==> config.mk <==
export PLATFORM = sky130hd
export DESIGN_NAME = running_mean_std_dev
export DESIGN_NICKNAME = d
export VERILOG_FILES = /design/src/hdl/rmsd_pkg.sv /design/src/hdl/rmsd_addsub.sv /design/src/hdl/rmsd_core.sv /design/src/hdl/running_mean_std_dev.sv
export SDC_FILE = /design/constraint.sdc
export NUM_CORES = 1
export LEC_CHECK = 0
export BUFFER_PORTS_ARGS = -buffer_cell sky130_fd_sc_hd__buf_4
export CAP_MARGIN = 20
export CELL_PAD_IN_SITES_DETAIL_PLACEMENT = 0
export CELL_PAD_IN_SITES_GLOBAL_PLACEMENT = 1
export CORE_UTILIZATION = 52
export CTS_BUF_LIST = sky130_fd_sc_hd__clkbuf_8
export CTS_CLUSTER_DIAMETER = 80
export DETAILED_ROUTE_END_ITERATION = 10
export MAX_ROUTING_LAYER = met4
export PLACE_DENSITY_LB_ADDON = 0.1
export SYNTH_ARGS = -nofsm -noshare
export SYNTH_HDL_FRONTEND = slang
export SYNTH_SLANG_ARGS = --single-unit
==> constraint.sdc <==
create_clock -name clk -period 10.42 [get_ports clk]
set_input_delay 0.521 -clock clk [delete_from_list [all_inputs] [get_ports clk]]
set_output_delay 0.521 -clock clk [all_outputs]
set_load 0.05 [all_outputs]
==> src/hdl/rmsd_pkg.sv <==
// ----------------------------------------------------------------------------
// rmsd_pkg
// Shared widths, reset values, command codes and result flag type of the
// running mean and standard deviation block.
// ----------------------------------------------------------------------------
package rmsd_pkg;

  localparam int COUNT_W = 11;
  localparam int GOAL_W = 11;
  localparam logic [GOAL_W-1:0] GOAL_RESET = 11'd10;

  localparam logic CMD_SAMPLE = 1'b0;
  localparam logic CMD_PREEMPT = 1'b1;

  typedef struct packed {
    logic preempted;
    logic done_res;
  } flags_t;

endpackage

==> src/hdl/rmsd_addsub.sv <==
// ----------------------------------------------------------------------------
// rmsd_addsub
// Shared add/subtract unit; carry out on subtract means a >= b.
// ----------------------------------------------------------------------------
module rmsd_addsub #(
  parameter int W = 54
) (
  input  logic [W-1:0] a,
  input  logic [W-1:0] b,
  input  logic         sub,
  output logic [W-1:0] sum,
  output logic         carry
);

  logic [W-1:0] b_op;

  assign b_op = sub ? ~b : b;
  assign {carry, sum} = {1'b0, a} + {1'b0, b_op} + (W+1)'(sub);

endmodule

==> src/hdl/rmsd_core.sv <==
// ----------------------------------------------------------------------------
// rmsd_core
// Sequencer and datapath: accumulates count, sum and sum of squares, then
// forms n*sumsq - sum^2, its square root and both divisions by the count,
// one bit per cycle on the shared add/subtract unit.
// ----------------------------------------------------------------------------
module rmsd_core #(
  parameter int SAMPLE_BITS = 16
) (
  input  logic                           clk,
  input  logic                           rst,
  input  logic                           start_valid,
  output logic                           start_ready,
  input  logic                           command,
  input  logic [SAMPLE_BITS-1:0]         sample,
  input  logic [rmsd_pkg::GOAL_W-1:0]    goal,
  output logic                           res_valid,
  input  logic                           res_ready,
  output logic [rmsd_pkg::COUNT_W-1:0]   res_count,
  output logic [SAMPLE_BITS-1:0]         res_echo,
  output logic [SAMPLE_BITS-1:0]         res_avg,
  output logic [SAMPLE_BITS-1:0]         res_dev,
  output rmsd_pkg::flags_t               res_flags
);

  localparam int SB = SAMPLE_BITS;
  localparam int CW = rmsd_pkg::COUNT_W;
  localparam int SW = SB + CW;
  localparam int QW = 2 * SB + CW;
  localparam int W = 2 * SW;
  localparam int RW = SW + 2;
  localparam int StepW = $clog2(SW);

  localparam logic [2:0] S_IDLE = 3'd0;
  localparam logic [2:0] S_UPD  = 3'd1;
  localparam logic [2:0] S_MULN = 3'd2;
  localparam logic [2:0] S_MULS = 3'd3;
  localparam logic [2:0] S_SQRT = 3'd4;
  localparam logic [2:0] S_DIVD = 3'd5;
  localparam logic [2:0] S_DIVM = 3'd6;
  localparam logic [2:0] S_FIN  = 3'd7;

  logic [2:0]        state;
  logic [CW-1:0]     count;
  logic [SW-1:0]     total;
  logic [QW-1:0]     sqtotal;
  logic [SB-1:0]     smp;
  logic [2*SB-1:0]   sq;
  logic [W-1:0]      acc;
  logic [W-1:0]      mq;
  logic [SW-1:0]     sr;
  logic [RW-1:0]     rem;
  logic [SW-1:0]     root;
  logic [SW-1:0]     dq;
  logic [CW-1:0]     drem;
  logic [StepW-1:0]  step;

  logic [W-1:0]      op_a;
  logic [W-1:0]      op_b;
  logic              op_sub;
  logic [W-1:0]      sum;
  logic              ge;
  logic [RW+1:0]     rem_sh;
  logic [RW-1:0]     trial;
  logic [CW:0]       d_sh;
  logic [SW-1:0]     root_next;
  logic [SW-1:0]     dq_next;
  logic              last;

  rmsd_addsub #(.W(W)) u_addsub (
    .a     (op_a),
    .b     (op_b),
    .sub   (op_sub),
    .sum   (sum),
    .carry (ge)
  );

  always_comb begin
    rem_sh = {rem, acc[W-1 -: 2]};
    trial = {root, 2'b01};
    d_sh = {drem, dq[SW-1]};
    op_a = '0;
    op_b = '0;
    op_sub = 1'b0;
    case (state)
      S_UPD: begin
        op_a = W'(sqtotal);
        op_b = W'(sq);
      end
      S_MULN: begin
        op_a = acc;
        op_b = mq;
      end
      S_MULS: begin
        op_a = acc;
        op_b = mq;
        op_sub = 1'b1;
      end
      S_SQRT: begin
        op_a = W'(rem_sh);
        op_b = W'(trial);
        op_sub = 1'b1;
      end
      S_DIVD, S_DIVM: begin
        op_a = W'(d_sh);
        op_b = W'(count);
        op_sub = 1'b1;
      end
      default: begin
        op_sub = 1'b0;
      end
    endcase
    root_next = {root[SW-2:0], ge};
    dq_next = {dq[SW-2:0], ge};
    last = (step == '0);
  end

  always_ff @(posedge clk) begin
    if (rst) begin
      state <= S_IDLE;
      count <= '0;
      total <= '0;
      sqtotal <= '0;
    end else begin
      case (state)
        S_IDLE: begin
          if (start_valid) begin
            if (command == rmsd_pkg::CMD_PREEMPT) begin
              res_count <= '0;
              res_echo <= '0;
              res_avg <= '0;
              res_dev <= '0;
              res_flags <= '{preempted: 1'b1, done_res: 1'b0};
              state <= S_FIN;
            end else if (count >= goal) begin
              count <= '0;
              total <= '0;
              sqtotal <= '0;
              res_count <= '0;
              res_echo <= '0;
              res_avg <= '0;
              res_dev <= '0;
              res_flags <= '{preempted: 1'b0, done_res: 1'b1};
              state <= S_FIN;
            end else begin
              smp <= sample;
              sq <= {{SB{1'b0}}, sample} * {{SB{1'b0}}, sample};
              count <= count + 1'b1;
              state <= S_UPD;
            end
          end
        end
        S_UPD: begin
          sqtotal <= sum[QW-1:0];
          total <= total + SW'(smp);
          mq <= sum;
          acc <= '0;
          sr <= SW'(count);
          step <= StepW'(CW - 1);
          res_count <= count;
          res_echo <= smp;
          state <= S_MULN;
        end
        S_MULN, S_MULS: begin
          if (sr[0]) begin
            acc <= sum;
          end
          mq <= mq << 1;
          sr <= sr >> 1;
          if (last) begin
            step <= StepW'(SW - 1);
            if (state == S_MULN) begin
              mq <= W'(total);
              sr <= total;
              state <= S_MULS;
            end else begin
              rem <= '0;
              root <= '0;
              state <= S_SQRT;
            end
          end else begin
            step <= step - 1'b1;
          end
        end
        S_SQRT: begin
          acc <= acc << 2;
          rem <= ge ? sum[RW-1:0] : rem_sh[RW-1:0];
          root <= root_next;
          if (last) begin
            dq <= root_next;
            drem <= '0;
            step <= StepW'(SW - 1);
            state <= S_DIVD;
          end else begin
            step <= step - 1'b1;
          end
        end
        S_DIVD, S_DIVM: begin
          drem <= ge ? sum[CW-1:0] : d_sh[CW-1:0];
          dq <= dq_next;
          if (last) begin
            if (state == S_DIVD) begin
              res_dev <= dq_next[SB-1:0];
              dq <= total;
              drem <= '0;
              step <= StepW'(SW - 1);
              state <= S_DIVM;
            end else begin
              res_avg <= dq_next[SB-1:0];
              res_flags <= '{preempted: 1'b0, done_res: (count >= goal)};
              if (count >= goal) begin
                count <= '0;
                total <= '0;
                sqtotal <= '0;
              end
              state <= S_FIN;
            end
          end else begin
            step <= step - 1'b1;
          end
        end
        S_FIN: begin
          if (res_ready) begin
            state <= S_IDLE;
          end
        end
        default: begin
          state <= S_IDLE;
        end
      endcase
    end
  end

  assign start_ready = (state == S_IDLE);
  assign res_valid = (state == S_FIN);

  a_preempt_keeps: assert property (@(posedge clk) disable iff (rst)
    start_valid && start_ready && command == rmsd_pkg::CMD_PREEMPT
      |=> state == S_FIN && res_flags.preempted && $stable(count) && $stable(total))
    else $error("preempt changed accumulated state");

  a_flags_excl: assert property (@(posedge clk) disable iff (rst)
    state == S_FIN |-> !(res_flags.preempted && res_flags.done_res))
    else $error("result both done and preempted");

  a_done_clears: assert property (@(posedge clk) disable iff (rst)
    state == S_FIN && res_flags.done_res |-> count == '0 && total == '0 && sqtotal == '0)
    else $error("done result left state behind");

  a_sqrt_rem: assert property (@(posedge clk) disable iff (rst)
    state == S_SQRT || state == S_DIVD |-> rem <= {1'b0, root, 1'b0})
    else $error("square root remainder out of range");

  a_div_rem: assert property (@(posedge clk) disable iff (rst)
    state == S_DIVD || state == S_DIVM |-> drem < count)
    else $error("division remainder not below count");

endmodule

==> src/hdl/running_mean_std_dev.sv <==
// ----------------------------------------------------------------------------
// running_mean_std_dev
// Running mean and population standard deviation of a sample stream.
// ----------------------------------------------------------------------------
// Input items arrive on s_*: s_tuser is the command (0 sample, 1 preempt),
// s_tdata the unsigned Q0.SAMPLE_BITS sample. Each item yields exactly one
// result item on m_*: count, echoed sample, mean and standard deviation in
// m_tdata, done and preempted flags in m_tuser.
// cfg_* writes the sample goal (saturated to GOAL_MAX); it is always ready
// and must only be written while the block is idle.
// A sample runs on one shared add/subtract unit, one bit per cycle:
// 1 update, 11 steps for n*sumsq, then SAMPLE_BITS+11 steps each for sum^2,
// the square root and two divisions by the count, then the hand-over of the
// result. s_tready returns when the result is handed over, at the same edge
// where m_tvalid rises if the output register is free; a preempt or a
// dropped sample goes straight to the hand-over.
// s_tready is low while an item is in work.
// The result sits in an output register; a stalled receiver holds it there
// while the next item is already accepted, and the block waits with that
// next result until the register frees. Reset clears the count, sums,
// pending output and sets the goal to 10.
// ----------------------------------------------------------------------------
module running_mean_std_dev #(
  parameter int SAMPLE_BITS = 16,
  parameter int GOAL_MAX = 1024
) (
  input  logic                                              clk,
  input  logic                                              rst,
  input  logic                                              s_tvalid,
  output logic                                              s_tready,
  // [SAMPLE_BITS-1:0] sample_value
  input  logic [((SAMPLE_BITS+7)/8)*8-1:0]                  s_tdata,
  // [0] command
  input  logic                                              s_tuser,
  output logic                                              m_tvalid,
  input  logic                                              m_tready,
  // sample_count, sample_echo, average, deviation from bit 0 up
  output logic [((rmsd_pkg::COUNT_W+3*SAMPLE_BITS+7)/8)*8-1:0] m_tdata,
  // [0] done_res, [1] preempted
  output logic [1:0]                                        m_tuser,
  input  logic                                              cfg_valid,
  output logic                                              cfg_ready,
  input  logic [rmsd_pkg::GOAL_W-1:0]                       cfg_data
);

  localparam int SB = SAMPLE_BITS;
  localparam int CW = rmsd_pkg::COUNT_W;
  localparam int GW = rmsd_pkg::GOAL_W;
  localparam int OutW = ((CW + 3 * SB + 7) / 8) * 8;
  localparam int GoalFull = (1 << GW) - 1;
  localparam int GoalCap = (GOAL_MAX > GoalFull) ? GoalFull : GOAL_MAX;

  logic [GW-1:0]     goal;
  logic [GW-1:0]     goal_eff;
  logic              res_valid;
  logic              res_ready;
  logic [CW-1:0]     res_count;
  logic [SB-1:0]     res_echo;
  logic [SB-1:0]     res_avg;
  logic [SB-1:0]     res_dev;
  rmsd_pkg::flags_t  res_flags;

  assign cfg_ready = 1'b1;

  always_ff @(posedge clk) begin
    if (rst) begin
      goal <= rmsd_pkg::GOAL_RESET;
    end else if (cfg_valid && cfg_ready) begin
      goal <= cfg_data;
    end
  end

  assign goal_eff = (goal > GW'(GoalCap)) ? GW'(GoalCap) : goal;

  rmsd_core #(.SAMPLE_BITS(SB)) u_core (
    .clk         (clk),
    .rst         (rst),
    .start_valid (s_tvalid),
    .start_ready (s_tready),
    .command     (s_tuser),
    .sample      (s_tdata[SB-1:0]),
    .goal        (goal_eff),
    .res_valid   (res_valid),
    .res_ready   (res_ready),
    .res_count   (res_count),
    .res_echo    (res_echo),
    .res_avg     (res_avg),
    .res_dev     (res_dev),
    .res_flags   (res_flags)
  );

  assign res_ready = !m_tvalid || m_tready;

  always_ff @(posedge clk) begin
    if (rst) begin
      m_tvalid <= 1'b0;
    end else if (res_valid && res_ready) begin
      m_tvalid <= 1'b1;
    end else if (m_tready) begin
      m_tvalid <= 1'b0;
    end
  end

  always_ff @(posedge clk) begin
    if (res_valid && res_ready) begin
      m_tdata <= OutW'({res_dev, res_avg, res_echo, res_count});
      m_tuser <= {res_flags.preempted, res_flags.done_res};
    end
  end

endmodule

==> impl_metrics.ini, run 1 <==
[worst_setup_path]
reg2reg_to = u_core.rem[10]$_SDFFCE_PN0P_
worstPathRequired_ps = 10850
cp.arrival_ps = 7480
path_max_fanout = 102
rr_startpoint = u_core.state[2]$_SDFFE_PP0P_
cp-end-kind = flop
rrSetupSlack_ps = 3370
reg2reg_depth = 20
critPathLaunchType = flop
crit_type = flop to flop

[synth]
synth_seq_cells = 498
synth_area_leaders = edfxtp_1 37%, fa_1 10%, ha_1 6.9%
synthFlopType = edfxtp_1
syn_area_per_cell_sq_um = 10.4
synth-edff-count = 402
syn_inst = 3134
yosysWarningCount = 0
synth_area_sq_um = 32500
synth_top_area_cell = edfxtp_1
synth_top_area_share_pct = 37.2
yosysUniqueCellTypes = 86
async_reset_ff_share_pct = 0
ys_seq_area_share_pct = 43.1

[hold_path]
min_from = cfg_data[2]
holdPathEnd = goal[2]$_SDFFE_PP0P_
min_path_type = input port to flop
hold_depth = 3

[clocking]
cts-root-buf = clkbuf_8
cts_buffers = 89
post_cts.resized_instances = 0
path_clk_slew_ps = 60
clockBufferDepth = 3
cts.sinks = 498
cts_tree = done
h-tree-depth = 3
hold_buffers = 2
post_cts_buffers = 0
clk_latency_ps = 730

[timing]
tightest_slew_ps = 1070
fin_crit_ps = 7050
rsz0062_at_grt = false
hold_viol_final = 0
slew_headroom_pct = 28.7
setup_violations = 0
skew_ps = 75.6
timing.fmax_mhz = 142
maxSlewViolCount = 0
fin_setup_tns_ps = 0
fin_crit_sh_pct = 67.7

[floorplanning]
die_y_um = 252
initial_core_util_pct = 52.6
rows = 91
core_area_sq_um = 61700
pin_count = 102
dieArea_sq_um = 63500
die_width_um = 252

[detailed_routing]
routed_wl_um = 89400
route.vias.total = 24700
ant_nets = 0
drcViolationCount = 0
firstDrtPassIters = 5
via_per_inst = 6.03
wl_per_cell_um = 21.8
dr.first_iter.drc_count = 2276

[layout]
fillCellCount = 5375
layout_common_cells = 402 x edfxtp_1, 351 x nand2_1, 300 x inv_1, 198 x a21oi_1, 180 x ha_1
layout_commonest_cell = edfxtp_1
area_delta_synth_final_pct = 10.2
nets = 3567
multi_input_area_sq_um = 16800
drive_gt1_share_pct = 10.2
regArea_sq_um = 14000

[power]
leakagePower_nw = 15.1
p_total_mw = 12.5
ir_drop_uv = 578
power.density_nw_per_um2 = 350

[global_route]
grt_start_max_net_pins = 140
grt_pass1_wl_um = 142000
antenna_found_initial = 2
grt_pass1_vias = 25100
grt_use_total_pct = 29.6
global_route.overflow_total = 0

[flow_run]
drv_cap = 0

[place]
io_buffers = 95
hpwlAfterDp_um = 61100
gp_congestion = 0.883

[outcome]
status = finished, final reports clean
## through the flow
stage / utilization, % / area [sq um] / hold WS [ps] / std cells / worst slack [ps]
3_3_place_gp: 55.1 / 34000 / 402 / 3931 / 3250
4_1_cts: 58.0 / 35800 / 8.38 / 4099 / 3500
3_5_place_dp: 55.1 / 34000 / 405 / 3932 / 3210
2_1_floorplan: - / 32500 / 400 / 3138 / 2860
5_1_grt: 58.0 / 35800 / 31.9 / 4101 / 3090
6_report: 58.0 / 35800 / 38.6 / 4101 / 3370
## where the power goes
part / internal [mW] / switching (mW) / leakage [nW] / total [mW]
sequential: 3.06 / 0.292 / 4.52 / 3.36
combinational: 2.75 / 4.58 / 9.58 / 7.34
clock: 0.947 / 0.890 / 1.01 / 1.84
## flip-flops by register name (all words and copies together) (netlist names), 15 cells and up
name,cells
u_core.res_avg,16
u_core.res_echo,16
m_tdata,59
u_core.sr,27
u_core.total,27
u_core.mq,54
u_core.root,27
u_core.dq,27
u_core.rem,29
u_core.acc,54
u_core.sqtotal,43
u_core.smp,15
u_core.sq,31
u_core.res_dev,16
## layout make-up
type	instances	area share, %
repair buffers	141	3.06
well taps	837	2.93
multi-input cells	2178	47.0
inverters	280	2.94
flip-flops and latches	498	39.1
diodes	2	0.0140
clock buffers	100	3.84
clock inverters	65	1.10
## logic make-up (layout without fill, tap and decap cells)
group	Yosys count	in the layout	share of synthesized area, %
buffers and inverters	462	586	5.52
xor gates and xnor gates	121	121	3.32
muxes	21	21	0.685
other	2	8	0.0231
and+or+nand+nor	846	846	12.3
adders and majority gates	351	351	17.3
DFF	498	498	43.1
AOI/OAI and AO/OA	833	833	17.7
## worst max path at each step
stage / start / to / slack (ps) / cells past startpoint
final: u_core.state[2]$_SDFFE_PP0P_ / u_core.rem[10]$_SDFFCE_PN0P_ / 3370 / 20
after global routing: u_core.state[0]$_SDFFE_PP0P_ / u_core.rem[19]$_SDFFCE_PN0P_ / 3090 / 21
after CTS: u_core.state[0]$_SDFFE_PP0P_ / u_core.rem[10]$_SDFFCE_PN0P_ / 3500 / 21
after detailed placement: s_tdata[1] / u_core.sq[31]$_DFFE_PP_ / 3210 / 24
after global placement: s_tdata[1] / u_core.sq[31]$_DFFE_PP_ / 3250 / 24
after floorplan: u_core.state[2]$_SDFFE_PP0P_ / u_core.mq[0]$_DFFE_PP_ / 2860 / 7
## synth_stat cells, drive strengths merged, types with 17 or more instances
cell / count
nand2: 354
o21a: 25
a221o: 31
xnor2: 77
nor2b: 37
a22o: 101
and3: 89
o22ai: 21
a31oi: 22
o211ai: 17
o221ai: 23
a21oi: 200
a21o: 57
dfxtp: 96
nor3: 22
buf: 30
edfxtp: 402
o21ai: 167
clkbuf: 152
fa: 166
inv: 277
nand3: 44
a221oi: 23
ha: 180
a22oi: 68
and2: 94
nor2: 149
o21bai: 17
xor2: 44
## worst max-delay path, cell delays in order, from the launching register on
cell	delay, ps
dfxtp_4	530
buf_4	550
buf_4	840
nand2_1	100
buf_4	310
o221a_2	370
a21oi_1	190
inv_1	90
fa_1	460
nand2b_1	180
a21oi_1	190
nor2_1	130
o31ai_2	570
a31oi_4	250
o21ai_2	470
a2111oi_4	170
nor2_2	310
a311o_1	220
buf_4	420
and2_1	230
nor3_1	50
## routing by layer
layer  global-route usage [%]  wire length [um]  up-vias
met1                     40.1             39900    12300
met2                     45.9             41100      925
li1                         -                 -    11300
met4                     9.11              2480        0
met5                        -                 0        -
met3                     4.65              5850      160
(Power assumes the default switching activity.)
==> run 2, diff against run 1 <==
ABC_AREA = 1   (was unset)
CORE_UTILIZATION = 51   (was 52)
clock period = 6.5 ns   (was 10.42 ns; I/O delays follow)
==> run 2 against run 1 <==
Effect of this change: non-clock buffer count grew 33; clock-buffer cell count fell by 1; register-to-register slack got worse by 2300 ps; clock skew is 36 ps lower; largest cell class unchanged.
==> impl_metrics.ini, run 2 <==
[layout]
largest_register_ffs = 59
area_delta_synth_final_pct = 11.6
layout_commonest_cell = nand2_1
largest_registers = m_tdata x59, u_core.acc x54, u_core.mq x54
drive_gt1_share_pct = 8.10
regMostFlops = m_tdata
nets = 4305
layout_common_cells = 769 x nand2_1, 674 x inv_1, 402 x edfxtp_1, 288 x nor2_1, 247 x a21oi_1

[floorplanning]
core_area_sq_um = 64600
pin_count = 102
die_width_um = 258
initial_core_util_pct = 51.7
dieArea_sq_um = 66500
rows = 93
die_y_um = 258

[synth]
synth_top_area_cell = edfxtp_1
yosysWarningCount = 0
synth_top_area_share_pct = 36.2
synth_seq_cells = 498
syn_area_per_cell_sq_um = 8.76
ys_top_cells_by_count = 770 x nand2_1, 638 x inv_1, 402 x edfxtp_1
syn_inst = 3810
synth-edff-count = 402
synth.most_common_cell = nand2_1
synthFlopType = edfxtp_1
synth_area_leaders = edfxtp_1 36%, fa_1 10%, nand2_1 8.7%
synth_area_sq_um = 33400
yosysUniqueCellTypes = 60
ys_seq_area_share_pct = 41.9
async_reset_ff_share_pct = 0

[clocking]
clockBufferDepth = 3
cts.sinks = 498
h-tree-depth = 3
cts_tree = done
cts_buffers = 89
cts-root-buf = clkbuf_8
clk_latency_ps = 710
post_cts.resized_instances = 0
path_clk_slew_ps = 70

[place]
io_buffers = 95
gp_congestion = 0.951
hpwlAfterDp_um = 68400
pre_cts_ws_ps = 397

[timing]
maxSlewViolCount = 0
slew_headroom_pct = 24.7
rsz0062_at_grt = false
fin_setup_tns_ps = 0
fin_ws_ps = 438
tightest_slew_ps = 1130
timing.fmax_mhz = 165
fin_crit_sh_pct = 93.3
setup_violations = 0
fin_crit_ps = 6060
skew_ps = 39.1
hold_viol_final = 0

[detailed_routing]
firstDrtPassIters = 6
wl_per_cell_um = 18.9
via_per_inst = 5.53
routed_wl_um = 92000
dr.first_iter.drc_count = 2196
route.vias.total = 26900
drcViolationCount = 0
ant_nets = 0

[global_route]
grt_pass1_wl_um = 148000
grt_start_max_net_pins = 94
antenna_found_initial = 1
grt_use_total_pct = 29.0
grt_pass1_vias = 27000
global_route.overflow_total = 0

[worst_setup_path]
worstPathRequired_ps = 6970
cp.arrival_ps = 6530
cp-end-kind = flop
critPathLaunchType = input port
path_max_fanout = 17
crit_type = input port to flop

[flow_run]
drv_cap = 0

[outcome]
status = finished, final reports clean

[hold_path]
min_path_type = input port to flop
## run 2: cell types whose count changed after synthesis, moves of 43 or more
cell and change:
a22o_1 -97, and3_1 -89, and2_1 -85, clkbuf_1 -43, inv_1 +361, a21oi_1 +48
nor2_1 +144, nand3_1 +117, nand2_1 +417, o21ai_0 +70, xnor2_1 -47, a22oi_1 -56
## run 2: metal layers
layer	global-route usage (%)	wire length, um	share of wire, %
met1	39.4	41400	45
met2	45.7	42800	47
met3	3.69	5590	6.1
met4	8.23	2220	2.4
met5	-	0	0
## run 2: logic make-up after synthesis
group,share of synthesized area (%)
other,0.0225
AO/OA/AOI/OAI,12.4
XOR/XNOR,3.03
adder cells (fa/ha/maj),16.7
buffers and inverters,9.24
multiplexers,0.0337
flip-flops,41.9
AND/OR/NAND/NOR,16.6
## run 2: stage by stage
stage	utilization, %	instance area (sq um)	instances	hold slack [ps]
floorplan	-	33400	3814	400
global placement	54.2	35000	4652	401
detailed placement	54.2	35000	4652	405
CTS	57.7	37200	4856	19.4
global route	57.7	37200	4857	74.1
finish	57.7	37200	4857	69.3
## run 2: area by class of cell
type | instances | area, sq um
Timing Repair Buffer | 174 | 1450
Inverter | 652 | 2450
Tap cell | 855 | 1070
Clock inverter | 67 | 513
Fill cell | 5877 | 27300
Sequential cell | 498 | 14000
Clock buffer | 99 | 1360
Multi-Input combinational cell | 2511 | 16400
Antenna cell | 1 | 2.50
## run 2: worst paths after layout
kind,cells after the start,slack [ps],endpoint,start
min,3,70,u_core.res_flags[1]$_SDFFCE_PN0P_,s_tuser
min reg2reg,0,410,m_tdata[24]$_DFFE_PP_,u_core.res_echo[13]$_SDFFCE_PN0P_
max reg2reg,19,1070,u_core.rem[28]$_SDFFCE_PN0P_,u_core.state[0]$_SDFFE_PP0P_
max,25,440,u_core.sq[24]$_DFFE_PP_,s_tdata[8]
## run 2: repair_timing
| action | in CTS | in global routing |
|---|---|---|
| buffers inserted | 0 | 0 |
| hold endpoints to repair | 31 | 0 |
| endpoints found under the setup margin | 0 | 0 |
| hold buffers | 38 | 0 |
## run 2: worst max-delay path, cell delays in order
cell and delay (ps):
dlygate4sd3_1 540, buf_4 210, nand2_1 140, inv_1 70, fa_1 510, inv_1 50, fa_1 470, inv_1 50
fa_1 500, inv_1 50, fa_1 470, inv_1 60, fa_1 530, inv_1 60, fa_1 530, inv_1 40
ha_1 350, a21oi_1 230, o21ai_0 100, a21oi_1 460, o21ai_0 230, a21oi_1 290, o21ai_0 130, nand2_1 70
nand2_1 50
Power of run 2 is not shown: default switching activity piles up to over one toggle a cycle in this logic, so the estimate is an artifact.
==> run 3, diff against run 2 <==
CTS_BUF_LIST = sky130_fd_sc_hd__clkbuf_4 sky130_fd_sc_hd__clkbuf_8   (was sky130_fd_sc_hd__clkbuf_8)
==> run 3 against run 2 <==
Effect of this change: wire length up 0.11%; largest cell class unchanged; worst hold slack worse by 5.2 ps; worst setup slack better by 38 ps; clock skew down 3.8 ps; final area up 0.36%; first-iteration DRC count up 2.6%.
==> impl_metrics.ini, run 3 (synthesis gave the netlist of run 2 again) <==
[outcome]
status = finished, final reports clean

[detailed_routing]
firstDrtPassIters = 5
dr.first_iter.drc_count = 2254
via_per_inst = 5.54
drcViolationCount = 0
routed_wl_um = 92100
route.vias.total = 26900
wl_per_cell_um = 19.0
ant_nets = 0

[clocking]
cts_buffers = 89
clockBufferDepth = 3
post_cts_buffers = 0
clk_latency_ps = 710
path_clk_slew_ps = 70
h-tree-depth = 3
cts_tree = done
cts-root-buf = clkbuf_8
cts.sinks = 498

[worst_setup_path]
cp-startpoint = s_tdata[8]
cp-end-kind = flop
rr_startpoint = u_core.state[0]$_SDFFE_PP0P_
crit_type = input port to flop
worstPathRequired_ps = 6970
critPathBufInv = 9
critPathLaunchType = input port
slowest_stage = dlygate4sd3_1
max_stage_delay_ps = 540
cp.arrival_ps = 6490
path_max_fanout = 17
crit_top_cell = inv_1
crit_family = adder cells

[layout]
layout_commonest_cell = nand2_1
drive_gt1_share_pct = 9.00
largest_register_ffs = 59
area_delta_synth_final_pct = 12.0
layout_common_cells = 769 x nand2_1, 638 x inv_1, 402 x edfxtp_1, 288 x nor2_1, 247 x a21oi_1
largest_registers = m_tdata x59, u_core.acc x54, u_core.mq x54
regMostFlops = m_tdata
final_cell_area_sq_um = 37400
fillCellCount = 5852
nets = 4305

[timing]
setup_violations = 0
maxSlewViolCount = 0
fin_setup_tns_ps = 0
fin_ws_ps = 476
whs_ps = 64.1
timing.fmax_mhz = 166
fin_crit_sh_pct = 92.7
tightest_slew_ps = 1140
slew_headroom_pct = 23.6
rsz0062_at_grt = false
fin_crit_ps = 6020
skew_ps = 35.3
hold_viol_final = 0

[place]
io_buffers = 95
pre_cts_ws_ps = 397
place_area_sq_um = 35000
gp_congestion = 0.951
hpwlAfterDp_um = 68400

[floorplanning]
die_width_um = 258
die_y_um = 258
rows = 93
initial_core_util_pct = 51.7
core_area_sq_um = 64600
pin_count = 102
dieArea_sq_um = 66500

[hold_path]
min_path_type = input port to flop
min_from = s_tuser

[global_route]
grt_pass1_wl_um = 148000
grt_start_max_net_pins = 94
grt_pass1_vias = 27000
antenna_found_initial = 1
global_route.overflow_total = 0
grt_use_total_pct = 29.0

[flow_run]
drv_cap = 0
-- run 3: cell types whose count changed in the layout (fill, tap and decap cells not counted) --
cell	change
clkbuf_4	+36
inv_1	-36
-- run 3: final timing paths --
| path | slack [ps] | endpoint | cells past startpoint |
|---|---|---|---|
| setup reg to reg | 1090 | u_core.rem[28]$_SDFFCE_PN0P_ | 19 |
| hold / removal | 60 | u_core.res_flags[1]$_SDFFCE_PN0P_ | 3 |
| setup / recovery | 480 | u_core.sq[24]$_DFFE_PP_ | 25 |
| hold reg to reg | 410 | m_tdata[10]$_DFFE_PP_ | 0 |
-- run 3: layer usage --
metal	share of wire (%)	wire (um)	track usage [%]	vias to the layer above
li1	-	-	-	12800
met1	45	41300	39.4	13100
met2	47	42800	45.8	872
met3	6.3	5790	3.82	127
met4	2.3	2150	8.19	0
met5	0	0	-	-
-- run 3: timing repair --
action / CTS / global route
gates resized for setup: 0 / 0
endpoints found under the hold margin: 30 / 0
hold buffers: 38 / 0
-- run 3: worst register-to-register path: cells and delay by family (launching register included) --
kind | cells | cell delay [ps]
AOI/OAI and AO/OA | 7 | 1540
xor gates and xnor gates | 1 | 200
adders and majority gates | 1 | 380
buffers and inverters | 5 | 1360
DFF | 1 | 590
and+or+nand+nor | 5 | 1150
-- run 3: cell type report --
| type | instances | area (sq um) | share of cell area [%] |
|---|---|---|---|
| antenna | 1 | 2.50 | 0.00670 |
| clock buffer | 135 | 1630 | 4.37 |
| clock inverter | 31 | 378 | 1.01 |
| inverter | 652 | 2450 | 6.55 |
| multi-input combinational | 2511 | 16400 | 43.9 |
| sequential | 498 | 14000 | 37.4 |
| tap | 855 | 1070 | 2.86 |
| timing repair buffer | 174 | 1450 | 3.88 |
-- run 3: through the flow --
step | utilization, % | instances
after global placement | 54.2 | 4652
after global routing | 57.9 | 4857
after floorplan | - | 3814
after CTS | 57.9 | 4856
final | 57.9 | 4857
after detailed placement | 54.2 | 4652
Power of run 3 is left out for the same reason.
